**src/rtl/core/sirc_pkg.sv**
```systemverilog
// shared types and constants for the stereo impulse response convolver
// used by the mac lanes, the merge stage and the top level; no dependencies
package sirc_pkg;

	localparam int SAMPLE_W  = 16;
	localparam int ACC_W     = 48;
	localparam int TAP_CNT_W = 12;
	localparam int TAP_IDX_W = 11;

	// operation codes carried in tuser
	localparam logic [1:0] OP_SAMPLE = 2'd0;
	localparam logic [1:0] OP_TAP    = 2'd1;
	localparam logic [1:0] OP_APPLY  = 2'd2;

	// configuration register indexes
	localparam logic REG_TAP_COUNT = 1'b0;
	localparam logic REG_STEREO    = 1'b1;

	typedef logic signed [SAMPLE_W-1:0] sample_t;
	typedef logic signed [ACC_W-1:0]    acc_t;

	// control that travels with each tap through the lane pipeline
	typedef struct packed {
		logic en;     // a tap is in flight
		logic first;  // first tap of the sample, restarts the sum
		logic last;   // last tap of the sample
		logic live;   // history slot holds a sample written since the last clear
	} lane_ctl_t;

endpackage

```
**src/rtl/core/sirc_merge.sv**
```systemverilog
// merge stage: rounds and saturates both lane sums and holds the result beat
// depends on sirc_pkg
module sirc_merge
	import sirc_pkg::*;
(
	input  logic                    clk,
	input  logic                    arst_n,
	input  logic                    load,
	input  logic                    stereo,
	input  acc_t                    acc_left,
	input  acc_t                    acc_right,
	output logic                    m_tvalid,
	input  logic                    m_tready,
	output logic [2*SAMPLE_W-1:0]   m_tdata
);

	localparam int Q_W = ACC_W + 1 - 15;

	// round half up, then clamp to q1.15
	function automatic sample_t round_sat(input acc_t a);
		logic signed [ACC_W:0] biased;
		logic signed [Q_W-1:0] q;
		sample_t               r;
		biased = (ACC_W + 1)'(a) + (ACC_W + 1)'(16384);
		q = $signed(biased[ACC_W:15]);
		if (q > $signed(Q_W'(32767))) begin
			r = 16'sh7fff;
		end else if (q < -$signed(Q_W'(32768))) begin
			r = 16'sh8000;
		end else begin
			r = q[SAMPLE_W-1:0];
		end
		return r;
	endfunction

	logic                  valid_q;
	logic [2*SAMPLE_W-1:0] data_q;

	always_ff @(posedge clk or negedge arst_n) begin
		if (!arst_n) begin
			valid_q <= 1'b0;
		end else if (load) begin
			valid_q <= 1'b1;
		end else if (m_tready) begin
			valid_q <= 1'b0;
		end
	end

	always_ff @(posedge clk) begin
		if (load) begin
			data_q <= {stereo ? round_sat(acc_right) : sample_t'(0), round_sat(acc_left)};
		end
	end

	assign m_tvalid = valid_q;
	assign m_tdata  = data_q;

endmodule

```
**config.mk**
```make
export PLATFORM = sky130hd
export DESIGN_NAME = sirc_merge
export DESIGN_NICKNAME = d
export VERILOG_FILES = /design/src/rtl/core/sirc_pkg.sv /design/src/rtl/core/sirc_merge.sv
export SDC_FILE = /design/constraint.sdc
export NUM_CORES = 1
export LEC_CHECK = 0
export BUFFER_PORTS_ARGS = -buffer_cell sky130_fd_sc_hd__clkbuf_2
export CORE_MARGIN = 4
export CORE_UTILIZATION = 30
export CTS_CLUSTER_SIZE = 14
export DETAILED_ROUTE_END_ITERATION = 8
export SETUP_SLACK_MARGIN = 0.05
export SKIP_CTS_REPAIR_TIMING = 1
export SYNTH_ARGS = -nofsm -noshare
export SYNTH_HDL_FRONTEND = slang
export SYNTH_SLANG_ARGS = --single-unit
```
**constraint.sdc**
```tcl
create_clock -name clk -period 0.9 [get_ports clk]
set_input_delay 0.135 -clock clk [delete_from_list [all_inputs] [get_ports clk]]
set_output_delay 0.135 -clock clk [all_outputs]
set_load 0.01 [all_outputs]
```
==> results.py <==
metrics = {
    "synth": {
        "synth.distinct_cells": 54,
        "synth-xor-area-share_pct": 9.54,
        "synth.mux.area_fraction_pct": 1.83,
        "netlist_area_mm2": 0.00349,
        "synth_top_area_cell": "edfxtp_1",
        "synthSimpleGateAreaFrac_pct": 33.7,
        "yosysWarningCount": 0,
        "async_flop_share_pct": 3.03,
        "synth_top_family_by_area": "simple AND/OR/NAND/NOR gates",
        "synth_common_cells": "edfxtp_1, nand2_1, nand3_1",
        "synth_edf_count": 32,
        "synth.avg_cell_area_um2": 8.07,
        "synth_top_area_share_pct": 27.5,
        "synthesis.instances": 432,
        "synth_area_leaders": "edfxtp_1, xor2_1, nand3_1",
        "ys_ff_latch": 33,
        "synth_fa_ha_area_share_pct": 0.717,
        "syn_nets": 535,
        "seq_area_frac_synth_pct": 28.3,
        "synth-compound-area-share_pct": 22.0,
        "synth_ff_type": "edfxtp_1",
    },
    "worst_setup_path": {
        "worstPathCellList": "buf_8, nand4_1, or4_4, nor4_4, mux2_4, a211o_1, o41ai_4, buf_6, o21ai_2",
        "arrival_ns": 2.41,
        "slowest_delay_ns": 0.58,
        "crit_slowest_cell": "or4_4",
        "worst-path-buf-inv": 2,
        "critPathKind": "in -> reg",
        "crit_required_ns": 0.92,
        "cp-start-kind": "primary input",
        "endpoint_kind": "register",
        "path_max_fanout": 8,
        "crit_family": "simple AND/OR/NAND/NOR gates",
    },
    "cts": {
        "cts_buffer_depth": 2,
        "cts_tree": "built",
        "cts_root_buffer": "clkbuf_16",
        "clock_latency_ns": 0.27,
        "clk_pin_slew_ns": 0.05,
        "htree_levels": 2,
        "numCtsBuffers": 5,
        "cts.sinks": 33,
    },
    "routing": {
        "drtAntennaViolNets": 0,
        "drc": 0,
        "drt-total-wl_mm": 13.1,
        "viasPerCell": 5.45,
        "vias": 4586,
        "wl_per_cell_um": 15.5,
        "drt-initial-drc-count": 248,
        "dr.pass1.iters": 4,
    },
    "floorplanning": {
        "design.core.area_mm2": 0.0114,
        "die_h_um": 116,
        "die_x_um": 116,
        "io-pin-count": 134,
        "rows": 39,
        "start_util_pct": 30.6,
        "die_area_mm2": 0.0134,
    },
    "grt": {
        "antenna_found_initial": 0,
        "grt_pass1_vias": 4381,
        "grt_pass1_wl_mm": 19.8,
        "grt_start_max_net_pins": 21,
        "grt.total_usage_pct": 18.1,
        "grt-ovfl-total": 0,
    },
    "sta": {
        "fmax_mhz": 419,
        "holdWs_ns": 0.110,
        "finalCritPeriodShare_pct": 265,
        "final-hold-violation-count": 0,
        "fin_worst_skew_ns": 0,
        "maxSlewViolCount": 0,
        "rsz0062_at_grt": "yes",
        "tightestPinTransition_ns": 0.368,
        "setup_viol": 53,
        "fin_ws_ns": -1.48,
        "setup_tns_ns": -45.45,
        "relSlewSlack_pct": 75.3,
        "finalCriticalPeriod_ns": 2.38,
    },
    "run_status": {
        "status": "complete, but fails checks",
        "violations": "setup timing",
    },
    "power": {
        "powerDensity_mw_per_mm2": 918,
        "ir_drop_v": 0.000684,
        "p_leak_nw": 2.53,
    },
    "cells_and_area": {
        "syn2layout_area_growth_pct": 76.0,
        "final_core_util_pct": 53.8,
        "insertedDiodeCount": 0,
        "nFillCells": 1034,
        "drive_above_1_share_pct": 51.9,
        "nets": 801,
    },
    "min_path": {
        "hp-class": "in -> reg",
    },
    "job": {
        "drv_cap": 0,
    },
    "place": {
        "dp_hpwl_mm": 10.6,
        "gp_congestion": 0.896,
        "port_buffers": 105,
    },
}
[metrics by stage]
stage	total power, mW	setup WS, ns	std cells	area, µm²
6_report	5.64	-1.48	842	6140
5_1_grt	5.90	-1.55	842	6140
4_1_cts	5.50	-1.58	829	5680
3_5_place_dp	3.53	-1.86	821	5510
3_3_place_gp	3.50	-1.82	821	5510
2_1_floorplan	2.53	-1.71	432	3640
[tightest hold or removal path, cell delays in order]
cell and delay, ns:
clkbuf_2 0.08, inv_1 0.04, a21o_1 0.09
[flip-flops by register name (all words and copies together), names as in the netlist]
register	count
m_tdata	32
m_tvalid	1
[power breakdown]
part           switching, mW  internal, mW  total (mW)
sequential            0.0437          1.85        1.89
combinational          0.889         0.894        1.78
clock                  0.583          1.38        1.96
[logic make-up (layout without fill, tap and decap cells)]
family,Yosys count,after routing
fa+ha+maj,2,2
simple gates,209,209
compound gates,111,111
buf+inv,33,300
flops,33,33
mux,6,6
xor+xnor,38,38
[path summary, 6_finish.rpt]
check | startpoint | end | slack [ns] | depth (start not counted)
worst max-delay path | acc_right[14] | m_tdata[18] | -1.48 | 9
worst min-delay path | m_tready | m_tvalid | 0.11 | 3
max in group asynchronous | arst_n | m_tvalid | 0.64 | 2
worst min register to register | m_tvalid | m_tvalid | 0.48 | 1
worst max register to register | m_tvalid | m_tvalid | 0.25 | 1
min in group asynchronous | arst_n | m_tvalid | 0.17 | 2
[placed cells by master (no fill, tap or decap), types with 18 or more instances in the layout]
cell      count
nand2_1      32
xor2_1       22
nand3_1      26
clkbuf_2     90
nor2_1       29
a21oi_1      18
nand4_1      22
edfxtp_1     32
buf_4       159
o21ai_2      26
[per-layer routing]
layer	track usage, %	share of wire [%]	vias up
met5	0	0	-
met3	2.77	6.6	23
li1	-	-	2226
met4	6.42	2.2	0
met1	21.8	41	2168
met2	32.7	50	169
[area by class of cell]
| class | count | area (µm²) | share of cell area (%) |
|---|---|---|---|
| clock buffers | 7 | 143 | 2.32 |
| clock inverters | 1 | 30.0 | 0.489 |
| inverters | 11 | 41.3 | 0.673 |
| multi-input cells | 366 | 2700 | 44.0 |
| flip-flops and latches | 33 | 986 | 16.1 |
| well taps | 143 | 179 | 2.91 |
| repair buffers | 281 | 2060 | 33.6 |
Power figures use the tool's default switching activity.
