--- src/rtl/core/sirc_pkg.sv ---
// shared types and constants for the stereo impulse response convolver
// used by the mac lanes, the merge stage and the top level; no dependencies
package sirc_pkg;

	localparam int SAMPLE_W  = 16;
	localparam int ACC_W     = 48;
	localparam int TAP_CNT_W = 12;
	localparam int TAP_IDX_W = 11;

	// operation codes carried in tuser
	localparam logic [1:0] OP_SAMPLE = 2'd0;
	localparam logic [1:0] OP_TAP    = 2'd1;
	localparam logic [1:0] OP_APPLY  = 2'd2;

	// configuration register indexes
	localparam logic REG_TAP_COUNT = 1'b0;
	localparam logic REG_STEREO    = 1'b1;

	typedef logic signed [SAMPLE_W-1:0] sample_t;
	typedef logic signed [ACC_W-1:0]    acc_t;

	// control that travels with each tap through the lane pipeline
	typedef struct packed {
		logic en;     // a tap is in flight
		logic first;  // first tap of the sample, restarts the sum
		logic last;   // last tap of the sample
		logic live;   // history slot holds a sample written since the last clear
	} lane_ctl_t;

endpackage

--- src/rtl/core/sirc_mac_lane.sv ---
// one multiply-accumulate lane: product register then 48-bit accumulator
// depends on sirc_pkg
module sirc_mac_lane
	import sirc_pkg::*;
(
	input  logic      clk,
	input  logic      arst_n,
	input  lane_ctl_t ctl_s1,   // aligned with the ram read data
	input  lane_ctl_t ctl_s2,   // aligned with the product register
	input  sample_t   coef,
	input  sample_t   sample,
	output acc_t      acc
);

	logic signed [2*SAMPLE_W-1:0] prod;
	logic signed [2*SAMPLE_W-1:0] prod_s2;
	acc_t                         acc_q;

	// signed q1.15 by q1.15 product, q2.30
	assign prod = coef * sample;

	// slots not written since the last clear read as zero
	always_ff @(posedge clk) begin
		if (ctl_s1.en) begin
			prod_s2 <= ctl_s1.live ? prod : '0;
		end
	end

	always_ff @(posedge clk or negedge arst_n) begin
		if (!arst_n) begin
			acc_q <= '0;
		end else if (ctl_s2.en) begin
			acc_q <= ctl_s2.first ? acc_t'(prod_s2) : acc_q + acc_t'(prod_s2);
		end
	end

	assign acc = acc_q;

endmodule

--- config.mk ---
export PLATFORM = sky130hd
export DESIGN_NAME = sirc_mac_lane
export DESIGN_NICKNAME = d
export VERILOG_FILES = /design/src/rtl/core/sirc_pkg.sv /design/src/rtl/core/sirc_mac_lane.sv
export SDC_FILE = /design/constraint.sdc
export NUM_CORES = 1
export LEC_CHECK = 0
export ABC_AREA = 1
export BUFFER_PORTS_ARGS = -buffer_cell sky130_fd_sc_hd__buf_4
export CORE_MARGIN = 5
export CORE_UTILIZATION = 45
export CTS_BUF_LIST = sky130_fd_sc_hd__clkbuf_8 sky130_fd_sc_hd__clkbuf_16
export CTS_CLUSTER_DIAMETER = 120
export DETAILED_ROUTE_END_ITERATION = 10
export GPL_ROUTABILITY_DRIVEN = 0
export PLACE_DENSITY = 0.68
export SETUP_SLACK_MARGIN = 0.02
export SYNTH_ARGS = -nofsm -noshare
export SYNTH_HDL_FRONTEND = slang
export SYNTH_SLANG_ARGS = --single-unit
--- constraint.sdc ---
create_clock -name clk -period 3.2 [get_ports clk]
set_input_delay 0.64 -clock clk [delete_from_list [all_inputs] [get_ports clk]]
set_output_delay 0.64 -clock clk [all_outputs]
set_load 0.01 [all_outputs]
==> run metrics, run 1 <==
Final Core Density=about 58%; Residual DRC=0; status=finished, violations left; Avg WL per Cell=roughly 16 um; DRT iter0 DRCs=1325; Clk Latency, worst-skew pair=around 0.36 ns; post-synthesis instance area=17600 um2; r2r endpoint=acc[42]; Syn Nets=just under 3000; CTS tree=yes; Syn Inst Count=~2500; syn avg cell area=between 7 and 8 um2; Via density=roughly 5.1; nets@finish=3142; commonest non-fill, non-tap cells in the layout=626 x nand2_1, 577 x inv_1, 243 x fa_1; proportion of synthesized chip area in sequential cells=12.3%; grt ovf=0; antenna violations before repair=0; first-pass GRT wire length=between 80000 and 90000 um; Row Count=between 70 and 80; TritonCTS Buffers=9; failing checks=negative setup slack; critical path fanouts, max=5; Sink Count=80; multi-input logic area=~14000 um2; Final Critical Period=approximately 5.4 ns; Core Region=between 30000 and 40000 um2; Setup crit end kind=register; Reg2Reg Depth=10; FF+latch count, synth=80; root buf cell=clkbuf_16; most common cell after layout, fill and taps aside=nand2_1; Worst EP arrival=between 5 and 6 ns; # setup viols final=27; Setup CP Type=input port to register; largest net degree at the start of global routing=63; diode count=0; quantity of I/O buffers inserted on ports=between 80 and 90; fill count=3442; layout cells sized above 1=23.3%; RSZ-0062 raised after global routing=true; hold buffer count at CTS=0; Die ar.=43200 um2; Final Hold Viols=0; Final HPWL DP=around 42000 um; DRT antenna net count=0; iteration count of the initial detailed-routing pass=6; flop2flop setup slack=0.50 ns; initial core utilization=between 40% and 50%; max-slew violations=0; Die Height=between 200 and 250 um; CTS clk-pin slew, worst paths=0.07 ns; measured slew at the worst slew-check pin=around 0.87 ns; r2r startpoint=prod_s2[31]; CTS max path bufs=2; fmax=184 MHz; Tcrit/Tclk final=170%; top-level I/O count=90; Worst Setup Start Kind=input port; Area growth syn-to-layout=26.7%; hold crit path type=input port to asynchronous set/reset pin; H-tree depth=3; Final Worst Setup Slack=-2.25 ns; vias in the first global route=approximately 17000; Rel. slew slack=a little over two fifths; register area=roughly 2200 um2; post-synth cell types=between 40 and 50; CP Data Required Time=3.32 ns; skew final=between 0.009 and 0.01 ns; Ys Warns=0; DRT Wirelength=51200 um; Die W=around 210 um; Total GRT Usage=roughly a quarter; routed via count=roughly 17000; max cap viols=0
flip-flops by register name, indices dropped and copies added, names as in the netlist:
signal,count
acc,48
prod_s2,32
layout make-up:
class | instances | share of cell area, %
inverter | 637 | 10.7
clock inverter | 6 | 0.202
tap | 518 | 2.91
timing repair buffer | 292 | 12.2
timing repair inverter | 1 | 0.0337
multi-input combinational | 1687 | 63.2
sequential | 80 | 9.69
clock buffer | 10 | 1.07
synthesized netlist by cell type, drive strengths merged:
cell / count / area share (%)
a221oi: 1 / 0.050
nand3b: 1 / 0.043
o21bai: 18 / 0.79
nor3: 15 / 0.51
nand4: 23 / 0.82
nand3: 72 / 2.2
dfrtp: 48 / 6.8
a21boi: 3 / 0.15
o211ai: 14 / 0.60
and2: 1 / 0.036
a21o: 6 / 0.26
and3: 1 / 0.036
buf: 7 / 0.25
o21ai: 68 / 1.9
edfxtp: 32 / 5.5
clkinv: 2 / 0.043
or2: 7 / 0.25
nor2: 182 / 4.3
inv: 635 / 14
xnor2: 22 / 1.1
nand2: 701 / 15
o21a: 12 / 0.51
ha: 129 / 9.2
a31oi: 2 / 0.071
clkbuf: 70 / 1.5
xor2: 10 / 0.50
a21oi: 135 / 3.9
nor4: 1 / 0.036
fa: 263 / 30
critical path, stage by stage:
cell	delay, ns
buf_8	0.08
clkinvlp_4	0.17
or2_4	0.29
fa_1	0.48
fa_1	0.51
inv_1	0.05
fa_1	0.49
inv_1	0.05
fa_1	0.47
inv_1	0.05
fa_1	0.55
fa_1	0.46
ha_4	0.29
inv_2	0.06
o21bai_1	0.09
nand3_1	0.08
nand2_1	0.08
a21oi_1	0.21
o21ai_1	0.14
a21oi_2	0.15
nand2_1	0.07
nand2_1	0.05
nor2_1	0.04
repair_timing:
action / 4_1_cts / 5_1_grt
endpoints found under the setup margin: 27 / 28
cloned: 2 / 2
pin swaps: 108 / 62
gates resized for setup: 196 / 116
endpoints found under the hold margin: 0 / 0
buffers inserted: 22 / 15
stage by stage:
| stage | setup slack [ns] | instances | hold WS [ns] | TNS (ns) | cell area (um2) |
|---|---|---|---|---|---|
| 2_1_floorplan | -2.32 | 2481 | 0.344 | -51.17 | 18600 |
| 3_3_place_gp | -2.69 | 3177 | 0.505 | -60.55 | 20500 |
| 3_5_place_dp | -2.78 | 3177 | 0.514 | -62.56 | 20500 |
| 4_1_cts | -2.15 | 3216 | 0.340 | -48.20 | 21800 |
| 5_1_grt | -2.45 | 3231 | 0.380 | -53.16 | 22300 |
| 6_report | -2.25 | 3231 | 0.296 | -49.04 | 22300 |
cells by family (layout without fill, tap and decap cells):
family	Yosys count	after routing	synth area share [%]
xor gates and xnor gates	32	32	1.59
adders and majority gates	392	392	39.1
and+or+nand+nor	1004	1004	23.4
DFF	80	80	12.3
buffers and inverters	714	946	15.3
AOI/OAI and AO/OA	259	259	8.30
how the worst max path moves through the flow:
stage | from | end | slack, ns
final | sample[15] | prod_s2[31] | -2.25
after global placement | coef[15] | prod_s2[21] | -2.69
after floorplan | sample[6] | prod_s2[28] | -2.32
after detailed placement | sample[15] | prod_s2[25] | -2.78
after global routing | sample[15] | prod_s2[31] | -2.45
after CTS | sample[15] | prod_s2[25] | -2.15
routing by layer:
metal	GRT usage (%)	share of wire, %	up-vias	routed length (um)
met5	0	0	-	0
met4	8.34	3.6	0	1830
met3	2.93	5.8	127	2950
met2	40.6	49	582	25300
met1	30.0	41	7978	21100
li1	-	-	7824	-
Power of run 1 is not shown: default switching activity piles up to over one toggle a cycle in this logic, so the estimate is an artifact.
==> run 2: changes to the inputs <==
--- a/config.mk
+++ b/config.mk
@@ -14,6 +14,7 @@
 export DETAILED_ROUTE_END_ITERATION = 10
 export GPL_ROUTABILITY_DRIVEN = 0
 export PLACE_DENSITY = 0.68
+export REMOVE_ABC_BUFFERS = 1
 export SETUP_SLACK_MARGIN = 0.02
 export SYNTH_ARGS = -nofsm -noshare
 export SYNTH_HDL_FRONTEND = slang
==> run metrics, run 2 (same netlist as run 1, synthesis figures left out) <==
DRT antenna net count=0 (unchanged); Setup CP Type=input port to register; Slowest-stage cell, CP=fa_1; Final HPWL DP=42000 um (+0.46%); slowest stage delay, CP=0.55 ns (about the same); CTS clk-pin slew, worst paths=0.06 ns (about the same); r2r endpoint=acc[37]; commonest non-fill, non-tap cells in the layout=623 x nand2_1, 566 x inv_1, 245 x fa_1; CP Data Required Time=3.31 ns (about the same); Avg WL per Cell=16.4 um (+3.5%); CP Cell Sequence=buf_8, buf_4, nand2_1, fa_1, inv_1, fa_1, fa_1, fa_1, fa_1, inv_1, fa_1, inv_1, ha_4, a21oi_1, o21ai_1, a21oi_1, o21ai_0, a21oi_2, nand2_1, nand2_1, nor2_1; nets@finish=3158 (+0.51%); H-tree depth=3 (unchanged); vias in the first global route=17400 (+0.48%); flop2flop setup slack=0.52 ns (+0.02 ns); Clk Latency, worst-skew pair=0.36 ns (about the same); routing usage on met3=1.99% (-0.94 points); top-level I/O count=90 (unchanged); Final Worst Setup Slack=-2.25 ns (-0.00343 ns); hold crit path type=input port to asynchronous set/reset pin; Sink Count=80 (unchanged); Final Hold Viols=0 (unchanged); Core Region=38600 um2 (unchanged); TritonCTS Buffers=9 (unchanged); CTS tree=yes; Rel. slew slack=45.8% (+4.1 points); Via density=5.13 (+0.33%); Total GRT Usage=23.5% (+0.18 points); Largest register FFs=48 (unchanged); Residual DRC=0 (unchanged); setup TNS=-50.61 ns (-1.57 ns); root buf cell=clkbuf_16; fmax=183 MHz (about the same); met1 GRT Util=29.9% (-0.068 points); Die ar.=43200 um2 (unchanged); Tcrit/Tclk final=170% (about the same); CP endpoint=prod_s2[31]; max-slew violations=0 (unchanged); Setup crit end kind=register; r2r startpoint=prod_s2[31]; CP dominant cell by count=fa_1; Most Used Layer, Global Route=met2; # setup viols final=27 (unchanged); CTS max path bufs=2 (unchanged); iteration count of the initial detailed-routing pass=8 (+2); skew final=0.0107 ns (+0.00118 ns); DRT Wirelength=53300 um (+4.0%); Crit. Startpoint=coef[10]; measured slew at the worst slew-check pin=0.813 ns (-0.0616 ns); met2 GRT Util=41.6% (+0.94 points); most common cell after layout, fill and taps aside=nand2_1; Worst EP arrival=5.56 ns (about the same); routed via count=16600 (+0.82%); Die W=208 um (unchanged); initial core utilization=45.6% (unchanged); fill count=3340 (-3.0%); hold buffer count at CTS=0 (unchanged); antenna violations before repair=0 (unchanged); Final Critical Period=5.45 ns (+0.00343 ns); largest net degree at the start of global routing=49 (-22%); Row Count=72 (unchanged); Die Height=208 um (unchanged); layout cells sized above 1=24.2% (+0.85 points); grt ovf=0 (unchanged); Worst Setup Start Kind=input port; max cap viols=0 (unchanged); diode count=0 (unchanged); RSZ-0062 raised after global routing=true; first-pass GRT wire length=84900 um (+0.97%); DRT iter0 DRCs=1207 (-8.9%); failing checks=negative setup slack; Area growth syn-to-layout=27.8%; status=finished, violations left; critical path fanouts, max=9 (+4); quantity of I/O buffers inserted on ports=85 (unchanged); Reg2Reg Depth=10 (unchanged)
run 2: worst min path at each step:
stage | startpoint | end | slack, ns | cells past startpoint
after CTS | arst_n | acc[1] | 0.33 | 1
after global placement | acc[0] | acc[0] | 0.50 | 2
final | arst_n | acc[1] | 0.30 | 1
after floorplan | arst_n | acc[0] | 0.34 | 0
after detailed placement | acc[5] | acc[5] | 0.51 | 2
after global routing | arst_n | acc[1] | 0.36 | 1
run 2: per-layer routing:
layer	wire, um	part of all wire (%)
met5	0	0
met4	2390	4.5
met3	2930	5.5
met2	26800	50
met1	21100	40
run 2: per-stage QoR:
step | utilization, % | setup slack, ns | std cells | hold slack, ns | cell area (um2)
floorplan | - | -2.48 | 2404 | 0.344 | 17300
global placement | 52.0 | -2.69 | 3201 | 0.500 | 20100
detailed placement | 52.0 | -2.79 | 3201 | 0.511 | 20100
CTS | 55.5 | -2.19 | 3225 | 0.328 | 21400
global route | 58.2 | -2.37 | 3247 | 0.364 | 22500
finish | 58.2 | -2.25 | 3247 | 0.305 | 22500
run 2: area by class of cell:
cell class / instances / area, um2 / share of cell area (%)
Sequential cell: 80 / 2160 / 9.61
Multi-Input combinational cell: 1687 / 14100 / 62.7
Inverter: 637 / 2400 / 10.7
Clock buffer: 10 / 239 / 1.06
Timing Repair Buffer: 309 / 2860 / 12.7
Clock inverter: 6 / 85.1 / 0.378
Tap cell: 518 / 648 / 2.88
run 2: critical path: cells and delay by family:
family / cells / cell delay [ns]
simple gates: 4 / 0.24
buf+inv: 5 / 0.44
fa+ha+maj: 7 / 3.23
compound gates: 5 / 0.98
run 2: repair_timing:
action,4_1_cts,5_1_grt
pin swaps,89,131
setup endpoints to repair,28,28
hold endpoints to repair,0,0
setup buffers,7,23
gates cloned,1,1
resized for setup,229,243
Power of run 2 is left out for the same reason.
